## src/expression_lexer_assert.svh

```systemverilog
// Assertion macros used by the expression lexer top level.
`ifndef EXPRESSION_LEXER_ASSERT_SVH
`define EXPRESSION_LEXER_ASSERT_SVH

`ifndef SYNTH
// Same-cycle implication, disabled during reset.
`define EXLEX_ASSERT_IMPL(label, clk, rst_n, ante, cons) \
	label: assert property (@(posedge clk) disable iff (!(rst_n)) (ante) |-> (cons)) \
		else $error("expression_lexer assertion failed");
// Next-cycle implication, disabled during reset.
`define EXLEX_ASSERT_NEXT(label, clk, rst_n, ante, cons) \
	label: assert property (@(posedge clk) disable iff (!(rst_n)) (ante) |=> (cons)) \
		else $error("expression_lexer assertion failed");
`else
`define EXLEX_ASSERT_IMPL(label, clk, rst_n, ante, cons)
`define EXLEX_ASSERT_NEXT(label, clk, rst_n, ante, cons)
`endif

`endif

```

## src/exlex_pkg.sv

```systemverilog
// Shared types, constants and helpers of the expression lexer.
`default_nettype none
package exlex_pkg;

	localparam longint unsigned MAX_SOURCE_BYTES_DEF = 64'd65536;
	localparam int unsigned QUEUE_DEPTH_DEF = 4;

	localparam int unsigned POS_W = 16;
	localparam int unsigned LEN_W = 16;
	localparam int unsigned OUT_TDATA_W = 40;

	typedef enum logic [3:0] {
		TK_NUMBER = 4'd0,
		TK_IDENT  = 4'd1,
		TK_LET    = 4'd2,
		TK_NULL   = 4'd3,
		TK_EQUALS = 4'd4,
		TK_OPEN   = 4'd5,
		TK_CLOSE  = 4'd6,
		TK_OPER   = 4'd7,
		TK_END    = 4'd8,
		TK_ERROR  = 4'd9
	} tok_kind_t;

	localparam logic OP_BYTE = 1'b0;
	localparam logic OP_EOS  = 1'b1;

	localparam logic [7:0] CH_LPAREN = 8'h28;
	localparam logic [7:0] CH_RPAREN = 8'h29;
	localparam logic [7:0] CH_STAR   = 8'h2A;
	localparam logic [7:0] CH_PLUS   = 8'h2B;
	localparam logic [7:0] CH_MINUS  = 8'h2D;
	localparam logic [7:0] CH_SLASH  = 8'h2F;
	localparam logic [7:0] CH_PCT    = 8'h25;
	localparam logic [7:0] CH_EQ     = 8'h3D;
	localparam logic [7:0] CH_SPACE  = 8'h20;
	localparam logic [7:0] CH_NL     = 8'h0A;
	localparam logic [7:0] CH_TAB    = 8'h09;

	typedef struct packed {
		tok_kind_t        kind;
		logic [POS_W-1:0] start;
		logic [LEN_W-1:0] length;
		logic             last;
	} token_t;

	// One queue entry: the tokens caused by one input transfer.
	typedef struct packed {
		logic   two;
		token_t tok0;
		token_t tok1;
	} entry_t;

	typedef struct packed {
		logic full;
		logic empty;
	} q_stat_t;

	// Letters of the keyword "let", by index.
	function automatic logic [7:0] let_char(input logic [1:0] idx);
		logic [7:0] ch;
		case (idx)
			2'd0:    ch = 8'h6C;
			2'd1:    ch = 8'h65;
			2'd2:    ch = 8'h74;
			default: ch = 8'h00;
		endcase
		return ch;
	endfunction

	// Letters of the keyword "null", by index.
	function automatic logic [7:0] null_char(input logic [1:0] idx);
		logic [7:0] ch;
		case (idx)
			2'd0:    ch = 8'h6E;
			2'd1:    ch = 8'h75;
			default: ch = 8'h6C;
		endcase
		return ch;
	endfunction

endpackage
`default_nettype wire

```

## src/exlex_front.sv

```systemverilog
// Front end: classifies source bytes, tracks the open token, builds token entries.
`default_nettype none
module exlex_front import exlex_pkg::*; #(
	parameter longint unsigned MAX_SOURCE_BYTES = MAX_SOURCE_BYTES_DEF
) (
	input  wire logic       clk,
	input  wire logic       arst_n,
	input  wire logic       take,
	input  wire logic       operation,
	input  wire logic [7:0] char_in,
	output logic            push,
	output entry_t          push_entry
);

	localparam logic [POS_W-1:0] POS_CAP = (MAX_SOURCE_BYTES - 64'd1 > 64'hFFFF) ?
		{POS_W{1'b1}} : POS_W'(MAX_SOURCE_BYTES - 64'd1);

	typedef enum logic [1:0] {
		MODE_IDLE,
		MODE_NUM,
		MODE_IDENT,
		MODE_HALT
	} mode_t;

	mode_t            mode_q, mode_d;
	logic [POS_W-1:0] pos_q, pos_d;
	logic [POS_W-1:0] start_q, start_d;
	logic [LEN_W-1:0] len_q, len_d;
	logic             let_q, let_d;
	logic             null_q, null_d;

	logic is_dig, is_alp, is_ws, is_op;
	logic have_close, have_own;
	token_t close_tok, own_tok;
	tok_kind_t close_kind;
	logic [LEN_W-1:0] len_inc;
	logic [POS_W-1:0] pos_inc;

	// Classify the incoming byte
	always_comb begin
		is_dig = (char_in >= 8'h30) && (char_in <= 8'h39);
		is_alp = ((char_in >= 8'h61) && (char_in <= 8'h7A)) ||
			((char_in >= 8'h41) && (char_in <= 8'h5A));
		is_ws  = (char_in == CH_SPACE) || (char_in == CH_NL) || (char_in == CH_TAB);
		is_op  = (char_in == CH_PLUS) || (char_in == CH_MINUS) || (char_in == CH_STAR) ||
			(char_in == CH_SLASH) || (char_in == CH_PCT);
	end

	// Closed token of the open run, keywords resolved
	always_comb begin
		if (mode_q == MODE_NUM) begin
			close_kind = TK_NUMBER;
		end else if (let_q && (len_q == LEN_W'(3))) begin
			close_kind = TK_LET;
		end else if (null_q && (len_q == LEN_W'(4))) begin
			close_kind = TK_NULL;
		end else begin
			close_kind = TK_IDENT;
		end
		close_tok = '{kind: close_kind, start: start_q, length: len_q, last: 1'b0};
		len_inc = (len_q == {LEN_W{1'b1}}) ? len_q : len_q + LEN_W'(1);
		pos_inc = (pos_q < POS_CAP) ? pos_q + POS_W'(1) : pos_q;
	end

	// Next state and tokens of one transfer
	always_comb begin
		mode_d     = mode_q;
		pos_d      = pos_q;
		start_d    = start_q;
		len_d      = len_q;
		let_d      = let_q;
		null_d     = null_q;
		have_close = 1'b0;
		have_own   = 1'b0;
		own_tok    = '{kind: TK_OPER, start: pos_q, length: LEN_W'(1), last: 1'b0};
		if (take) begin
			if (operation == OP_EOS) begin
				if (mode_q != MODE_HALT) begin
					have_close = (mode_q == MODE_NUM) || (mode_q == MODE_IDENT);
					have_own   = 1'b1;
					own_tok    = '{kind: TK_END, start: pos_q, length: '0, last: 1'b1};
				end
				mode_d  = MODE_IDLE;
				pos_d   = '0;
				start_d = '0;
				len_d   = '0;
				let_d   = 1'b1;
				null_d  = 1'b1;
			end else if (mode_q != MODE_HALT) begin
				if (((mode_q == MODE_NUM) && is_dig) || ((mode_q == MODE_IDENT) && is_alp)) begin
					// extend the open run
					let_d  = let_q && (len_q < LEN_W'(3)) && (char_in == let_char(len_q[1:0]));
					null_d = null_q && (len_q < LEN_W'(4)) && (char_in == null_char(len_q[1:0]));
					len_d  = len_inc;
				end else begin
					have_close = (mode_q == MODE_NUM) || (mode_q == MODE_IDENT);
					mode_d     = MODE_IDLE;
					if (char_in == CH_LPAREN) begin
						have_own     = 1'b1;
						own_tok.kind = TK_OPEN;
					end else if (char_in == CH_RPAREN) begin
						have_own     = 1'b1;
						own_tok.kind = TK_CLOSE;
					end else if (is_op) begin
						have_own     = 1'b1;
						own_tok.kind = TK_OPER;
					end else if (char_in == CH_EQ) begin
						have_own     = 1'b1;
						own_tok.kind = TK_EQUALS;
					end else if (is_dig || is_alp) begin
						// open a new run
						mode_d  = is_dig ? MODE_NUM : MODE_IDENT;
						start_d = pos_q;
						len_d   = LEN_W'(1);
						let_d   = (char_in == let_char(2'd0));
						null_d  = (char_in == null_char(2'd0));
					end else if (!is_ws) begin
						have_own     = 1'b1;
						own_tok.kind = TK_ERROR;
						own_tok.last = 1'b1;
						mode_d       = MODE_HALT;
					end
				end
				pos_d = pos_inc;
			end
		end
		push            = have_close || have_own;
		push_entry.two  = have_close && have_own;
		push_entry.tok0 = have_close ? close_tok : own_tok;
		push_entry.tok1 = own_tok;
	end

	// Hold scanner state
	always_ff @(posedge clk or negedge arst_n) begin
		if (!arst_n) begin
			mode_q  <= MODE_IDLE;
			pos_q   <= '0;
			start_q <= '0;
			len_q   <= '0;
			let_q   <= 1'b1;
			null_q  <= 1'b1;
		end else begin
			mode_q  <= mode_d;
			pos_q   <= pos_d;
			start_q <= start_d;
			len_q   <= len_d;
			let_q   <= let_d;
			null_q  <= null_d;
		end
	end

endmodule
`default_nettype wire

```

## src/exlex_queue.sv

```systemverilog
// Short queue of token entries between front and back end.
`default_nettype none
module exlex_queue import exlex_pkg::*; #(
	parameter int unsigned DEPTH = QUEUE_DEPTH_DEF
) (
	input  wire logic   clk,
	input  wire logic   arst_n,
	input  wire logic   push,
	input  wire entry_t push_entry,
	input  wire logic   pop,
	output entry_t      pop_entry,
	output q_stat_t     stat
);

	localparam int unsigned PTR_W = (DEPTH > 1) ? $clog2(DEPTH) : 1;
	localparam int unsigned CNT_W = $clog2(DEPTH + 1);

	entry_t           mem_q [DEPTH];
	logic [PTR_W-1:0] wr_ptr_q, rd_ptr_q;
	logic [CNT_W-1:0] count_q;

	assign stat.full  = (count_q == CNT_W'(DEPTH));
	assign stat.empty = (count_q == '0);
	assign pop_entry  = mem_q[rd_ptr_q];

	// Advance pointers and fill count
	always_ff @(posedge clk or negedge arst_n) begin
		if (!arst_n) begin
			wr_ptr_q <= '0;
			rd_ptr_q <= '0;
			count_q  <= '0;
		end else begin
			if (push) begin
				wr_ptr_q <= (wr_ptr_q == PTR_W'(DEPTH - 1)) ? '0 : wr_ptr_q + PTR_W'(1);
			end
			if (pop) begin
				rd_ptr_q <= (rd_ptr_q == PTR_W'(DEPTH - 1)) ? '0 : rd_ptr_q + PTR_W'(1);
			end
			if (push && !pop) begin
				count_q <= count_q + CNT_W'(1);
			end else if (pop && !push) begin
				count_q <= count_q - CNT_W'(1);
			end
		end
	end

	// Store entries
	always_ff @(posedge clk) begin
		if (push) begin
			mem_q[wr_ptr_q] <= push_entry;
		end
	end

endmodule
`default_nettype wire

```

## src/exlex_back.sv

```systemverilog
// Back end: unpacks queued entries and drives the token output register.
`default_nettype none
module exlex_back import exlex_pkg::*; (
	input  wire logic    clk,
	input  wire logic    arst_n,
	input  wire q_stat_t stat,
	input  wire entry_t  pop_entry,
	output logic         pop,
	input  wire logic    out_ready,
	output logic         out_valid,
	output token_t       out_tok
);

	logic   valid_q;
	logic   pend_q;
	token_t pend_tok_q;
	token_t tok_q;
	logic   load;

	assign load      = !valid_q || out_ready;
	assign pop       = load && !pend_q && !stat.empty;
	assign out_valid = valid_q;
	assign out_tok   = tok_q;

	// Advance output control
	always_ff @(posedge clk or negedge arst_n) begin
		if (!arst_n) begin
			valid_q <= 1'b0;
			pend_q  <= 1'b0;
		end else if (load) begin
			if (pend_q) begin
				valid_q <= 1'b1;
				pend_q  <= 1'b0;
			end else if (!stat.empty) begin
				valid_q <= 1'b1;
				pend_q  <= pop_entry.two;
			end else begin
				valid_q <= 1'b0;
			end
		end
	end

	// Load token payload
	always_ff @(posedge clk) begin
		if (load) begin
			if (pend_q) begin
				tok_q <= pend_tok_q;
			end else if (!stat.empty) begin
				tok_q      <= pop_entry.tok0;
				pend_tok_q <= pop_entry.tok1;
			end
		end
	end

endmodule
`default_nettype wire

```

## src/expression_lexer.sv

```systemverilog
// Expression lexer: one source byte per transfer in, tokens out.
// The first token of a byte is written to the queue, then loaded into the output register.
// Throughput: one byte per cycle while the queue is not full; a byte that closes a run
// and emits its own token yields two tokens, sent in turn through the single output register.
// Reset: arst_n clears scanner state, queue and output; position restarts at zero.
`default_nettype none
`include "expression_lexer_assert.svh"
module expression_lexer import exlex_pkg::*; #(
	parameter longint unsigned MAX_SOURCE_BYTES = MAX_SOURCE_BYTES_DEF,
	parameter int unsigned     QUEUE_DEPTH      = QUEUE_DEPTH_DEF
) (
	input  wire logic                   clk,
	input  wire logic                   arst_n,
	input  wire logic                   s_axis_tvalid,
	output logic                        s_axis_tready,
	input  wire logic [7:0]             s_axis_tdata,  // [7:0] char_in
	input  wire logic                   s_axis_tuser,  // [0] operation
	output logic                        m_axis_tvalid,
	input  wire logic                   m_axis_tready,
	// [3:0] token_kind, [19:4] token_start, [35:20] token_length, [39:36] zero
	output logic [OUT_TDATA_W-1:0]      m_axis_tdata,
	output logic                        m_axis_tlast
);

	logic    take;
	logic    push;
	entry_t  push_entry;
	logic    pop;
	entry_t  pop_entry;
	q_stat_t stat;
	token_t  out_tok;

	assign s_axis_tready = !stat.full;
	assign take          = s_axis_tvalid && s_axis_tready;

	exlex_front #(
		.MAX_SOURCE_BYTES(MAX_SOURCE_BYTES)
	) u_front (
		.clk        (clk),
		.arst_n     (arst_n),
		.take       (take),
		.operation  (s_axis_tuser),
		.char_in    (s_axis_tdata),
		.push       (push),
		.push_entry (push_entry)
	);

	exlex_queue #(
		.DEPTH(QUEUE_DEPTH)
	) u_queue (
		.clk        (clk),
		.arst_n     (arst_n),
		.push       (push),
		.push_entry (push_entry),
		.pop        (pop),
		.pop_entry  (pop_entry),
		.stat       (stat)
	);

	exlex_back u_back (
		.clk       (clk),
		.arst_n    (arst_n),
		.stat      (stat),
		.pop_entry (pop_entry),
		.pop       (pop),
		.out_ready (m_axis_tready),
		.out_valid (m_axis_tvalid),
		.out_tok   (out_tok)
	);

	// Pack the output transfer
	assign m_axis_tdata = {4'b0000, out_tok.length, out_tok.start, out_tok.kind};
	assign m_axis_tlast = out_tok.last;

	`EXLEX_ASSERT_IMPL(a_no_push_full, clk, arst_n, push, !stat.full)
	`EXLEX_ASSERT_IMPL(a_no_pop_empty, clk, arst_n, pop, !stat.empty)
	`EXLEX_ASSERT_IMPL(a_last_kind, clk, arst_n, m_axis_tvalid && m_axis_tlast,
		((out_tok.kind == TK_END) && (out_tok.length == '0)) || ((out_tok.kind == TK_ERROR) && (out_tok.length == LEN_W'(1))))

endmodule
`default_nettype wire
```

## config.mk

```make
export PLATFORM = sky130hd
export DESIGN_NAME = expression_lexer
export DESIGN_NICKNAME = d
export VERILOG_FILES = /design/src/exlex_pkg.sv /design/src/exlex_front.sv /design/src/exlex_queue.sv /design/src/exlex_back.sv /design/src/expression_lexer.sv
export VERILOG_INCLUDE_DIRS = /design/src /design/src/src
export SDC_FILE = /design/constraint.sdc
export NUM_CORES = 1
export LEC_CHECK = 0
export BUFFER_PORTS_ARGS = -buffer_cell sky130_fd_sc_hd__buf_2
export CORE_ASPECT_RATIO = 1.1
export CORE_MARGIN = 4
export CORE_UTILIZATION = 45
export DETAILED_ROUTE_END_ITERATION = 6
export PLACE_DENSITY = 0.58
export SLEW_MARGIN = 5
export SYNTH_ARGS = -nofsm -noshare
export SYNTH_HDL_FRONTEND = slang
export SYNTH_HIERARCHICAL = 1
export SYNTH_SLANG_ARGS = --single-unit
```

## constraint.sdc

```tcl
create_clock -name clk -period 5.2 [get_ports clk]
set_clock_uncertainty 0.2 [all_clocks]
set_input_delay 0.52 -clock clk [delete_from_list [all_inputs] [get_ports clk]]
set_output_delay 0.52 -clock clk [all_outputs]
set_load 0.02 [all_outputs]
```

==> flow_metrics.env <==
export IMPL_tns_ns=0
export IMPL_cts_buffers=44
export IMPL_setup_viol=0
export IMPL_ys_ff_latch=435
export IMPL_via_per_inst=5.412
export IMPL_portBuffers=51
export IMPL_critPathArrivalTime_ns=3.74
export IMPL_drv_cap=0
export IMPL_start_util_pct=45.71
export IMPL_clock_fmax_ghz=0.2682
export IMPL_ant_nets=0
export IMPL_synth_cell_types=66
export IMPL_synth_edff_count=374
export IMPL_post_route_min_period_ns=3.729
export IMPL_antenna_found_initial=1
export IMPL_r2r_end="u_queue/mem_q[2][70]$_DFFE_PP_"
export IMPL_ys_warnings_count=6
export IMPL_criticalPathCategory="reg2reg"
export IMPL_ioPinCount=56
export IMPL_layout_commonest_cell="edfxtp_1"
export IMPL_final_max_slew_viol_count=0
export IMPL_mostFrequentLayoutCells="374 x edfxtp_1, 91 x nand2_1, 75 x mux4_2, 56 x dfrtp_1, 51 x buf_2"
export IMPL_power_density_nw_per_um2=586.3
export IMPL_rsz0062_at_grt="false"
export IMPL_slowest_delay_ns=0.59
export IMPL_crit_chain="nor3b_1 > nor2b_1 > nand2b_1 > nor2_1 > nand2_1 > nand2_1 > and2_4 > buf_12"
export IMPL_syn_inst=1034
export IMPL_grt_start_max_net_pins=76
export IMPL_die_width_um=198.4
export IMPL_layout_nets=1125
export IMPL_grt_ovfl_total=0
export IMPL_reg2reg_depth=8
export IMPL_maxSlewHeadroom_pct=37.47
export IMPL_cp_start_kind="register"
export IMPL_drtIter0Drc=599
export IMPL_ir_drop_mv=0.2533
export IMPL_status="completed"
export IMPL_drc_errors=0
export IMPL_drive_above_1_share_pct=23.07
export IMPL_worst_pin_slew_ns=0.9379
export IMPL_synth_seq_area_share_pct=71.08
export IMPL_holdPathStages=3
export IMPL_wire_per_inst_um=20.49
export IMPL_cts_tree="built"
export IMPL_place_congestion=0.7661
export IMPL_dr_pass1_iters=5
export IMPL_worst_hold_slack_ns=0.1442
export IMPL_grt_usage_pct=15.96
export IMPL_holdCritStartpoint="m_axis_tready"
export IMPL_cpMostUsedCell="nand2_1"
export IMPL_worst_path_buf_inv=1
export IMPL_synth_ff_type="edfxtp_1"
export IMPL_async_flop_share_pct=14.02
export IMPL_holdPathEnd="u_back/out_valid$_DFFE_PN0P_"
export IMPL_syn_area_sq_um=17950
export IMPL_grt_pass1_vias=9146
export IMPL_grt_pass1_wl_mm=53.38
export IMPL_rows=76
export IMPL_path_max_fanout=40
export IMPL_r2r_start="u_queue/count_q[2]$_DFFE_PN0P_"
export IMPL_syn2layout_area_growth_pct=10.99
export IMPL_dpl_cell_area_sq_um=18590
export IMPL_dpl_hpwl_mm=19.70
export IMPL_syn_area_per_cell_sq_um=17.36
export IMPL_drt_wl_total_mm=33.48
export IMPL_die_area_sq_um=43150
export IMPL_final_area_sq_um=19920
export IMPL_die_h_um=217.5
export IMPL_leakage_nw=6.887
export IMPL_clkLatencyLatePin_ns=0.55
export IMPL_crit_required_ns=5.21
export IMPL_root_buffer="clkbuf_16"
export IMPL_cts_sinks=435
export IMPL_hold_viol=0
export IMPL_vias=8843
export IMPL_min_period_over_period_pct=71.71
export IMPL_slowest_stage="and2_4"
export IMPL_core_sq_um=39270
export IMPL_reg2reg_slack_ns=1.47
export IMPL_cts_resized_gates=0
export IMPL_antenna_diode_count=0
export IMPL_htree_levels=2
export IMPL_cts_path_max_buffers=3
export IMPL_hp_class="in2reg"
export IMPL_path_delay_family="simple AND/OR/NAND/NOR gates"
export IMPL_end_kind="register"
export IMPL_path_clk_slew_ns=0.06
[registers in the layout (all words and copies together), names as in the netlist]
register / count
u_front/pos_q: 16
u_queue/mem_q: 300
u_queue/rd_ptr_q: 2
u_front/let_q: 1
u_front/len_q: 16
u_back/out_valid: 1
u_front/start_q: 16
u_front/mode_q: 2
u_back/out_tok: 37
u_front/null_q: 1
u_back/pend_q: 1
u_back/pend_tok_q: 37
u_queue/wr_ptr_q: 2
u_queue/count_q: 3
[layout make-up]
type                    instances  area, sq um
inverters                      18        67.56
clock buffers                  61         1206
flip-flops and latches        435        12770
multi-input cells             529         4690
clock inverters                17        116.4
well taps                     507        634.4
fillers                      3182        19350
repair buffers                 67        440.4
[Yosys cell counts (5+ instances only)]
| master | count | share of area (%) |
|---|---|---|
| mux4_2 | 75 | 9.4 |
| buf_4 | 25 | 1.0 |
| or3_1 | 11 | 0.38 |
| nand3_1 | 17 | 0.47 |
| dfrtp_1 | 59 | 8.2 |
| clkbuf_1 | 20 | 0.42 |
| and3_1 | 15 | 0.52 |
| or4_1 | 8 | 0.33 |
| buf_2 | 7 | 0.20 |
| nor3_1 | 10 | 0.28 |
| a31oi_1 | 6 | 0.21 |
| buf_12 | 7 | 0.78 |
| a21oi_1 | 27 | 0.75 |
| o21ai_0 | 37 | 1.0 |
| buf_6 | 5 | 0.31 |
| nand4_1 | 10 | 0.35 |
| xor2_1 | 7 | 0.34 |
| nor2b_1 | 5 | 0.17 |
| xnor2_1 | 10 | 0.49 |
| nor2_1 | 32 | 0.67 |
| and2_1 | 9 | 0.31 |
| nand2_1 | 91 | 1.9 |
| nor4_1 | 10 | 0.35 |
| inv_1 | 18 | 0.38 |
| nand2b_1 | 21 | 0.73 |
| ha_1 | 16 | 1.1 |
| o31ai_1 | 9 | 0.38 |
| mux2_4 | 36 | 3.0 |
| edfxtp_1 | 374 | 63 |
[worst register-to-register path, cell delays in order, from the launching register on]
cell      delay, ns
dfrtp_1        0.40
nor3b_1        0.19
nor2b_1        0.42
nand2b_1       0.27
nor2_1         0.51
nand2_1        0.14
nand2_1        0.27
and2_4         0.59
buf_12         0.40
[timing repair]
action | in CTS | in global routing
hold endpoints to repair | 15 | 0
buffers inserted | 0 | 0
hold buffers | 1 | 0
[logic make-up after synthesis]
family	after synthesis	share of synthesized area, %
and+or+nand+nor	259	7.395
xor gates and xnor gates	17	0.8294
buffers and inverters	87	3.297
other	2	0.04184
AOI/OAI and AO/OA	101	3.408
DFF	435	71.08
adders and majority gates	18	1.282
muxes	115	12.66
[report_power, final]
part	switching, mW	internal, mW
logic	1.76	1.42
registers	0.388	5.22
clock network	1.23	1.67
[worst max-delay path by stage]
stage	start	slack, ns	to	cells past startpoint
final	u_queue/count_q[2]$_DFFE_PN0P_	1.47	u_queue/mem_q[2][70]$_DFFE_PP_	8
after global routing	u_queue/count_q[2]$_DFFE_PN0P_	1.10	u_queue/mem_q[2][1]$_DFFE_PP_	8
after CTS	u_queue/count_q[2]$_DFFE_PN0P_	1.46	u_queue/mem_q[3][2]$_DFFE_PP_	8
after detailed placement	s_axis_tvalid	1.44	u_queue/mem_q[3][33]$_DFFE_PP_	8
after global placement	s_axis_tdata[2]	1.47	u_queue/mem_q[2][40]$_DFFE_PP_	8
after floorplan	s_axis_tdata[0]	0.66	u_queue/mem_q[0][0]$_DFFE_PP_	9
[per-stage QoR]
step / setup WS, ns / utilization [%] / std cells / total power [mW]
2_1_floorplan: 0.6638 / - / 1051 / 8.068
3_3_place_gp: 1.473 / 47.34 / 1555 / 8.909
3_5_place_dp: 1.437 / 47.34 / 1555 / 8.964
4_1_cts: 1.458 / 50.73 / 1634 / 11.89
5_1_grt: 1.096 / 50.73 / 1634 / 12.33
6_report: 1.471 / 50.73 / 1634 / 11.68
[per-layer routing]
layer	track usage, %	vias up	routed length (um)
met3	2.488	43	1357
met5	0	-	0
met1	23.33	4514	15470
li1	-	4111	-
met2	25.57	175	16110
met4	3.899	0	550
Power figures use the tool's default switching activity.
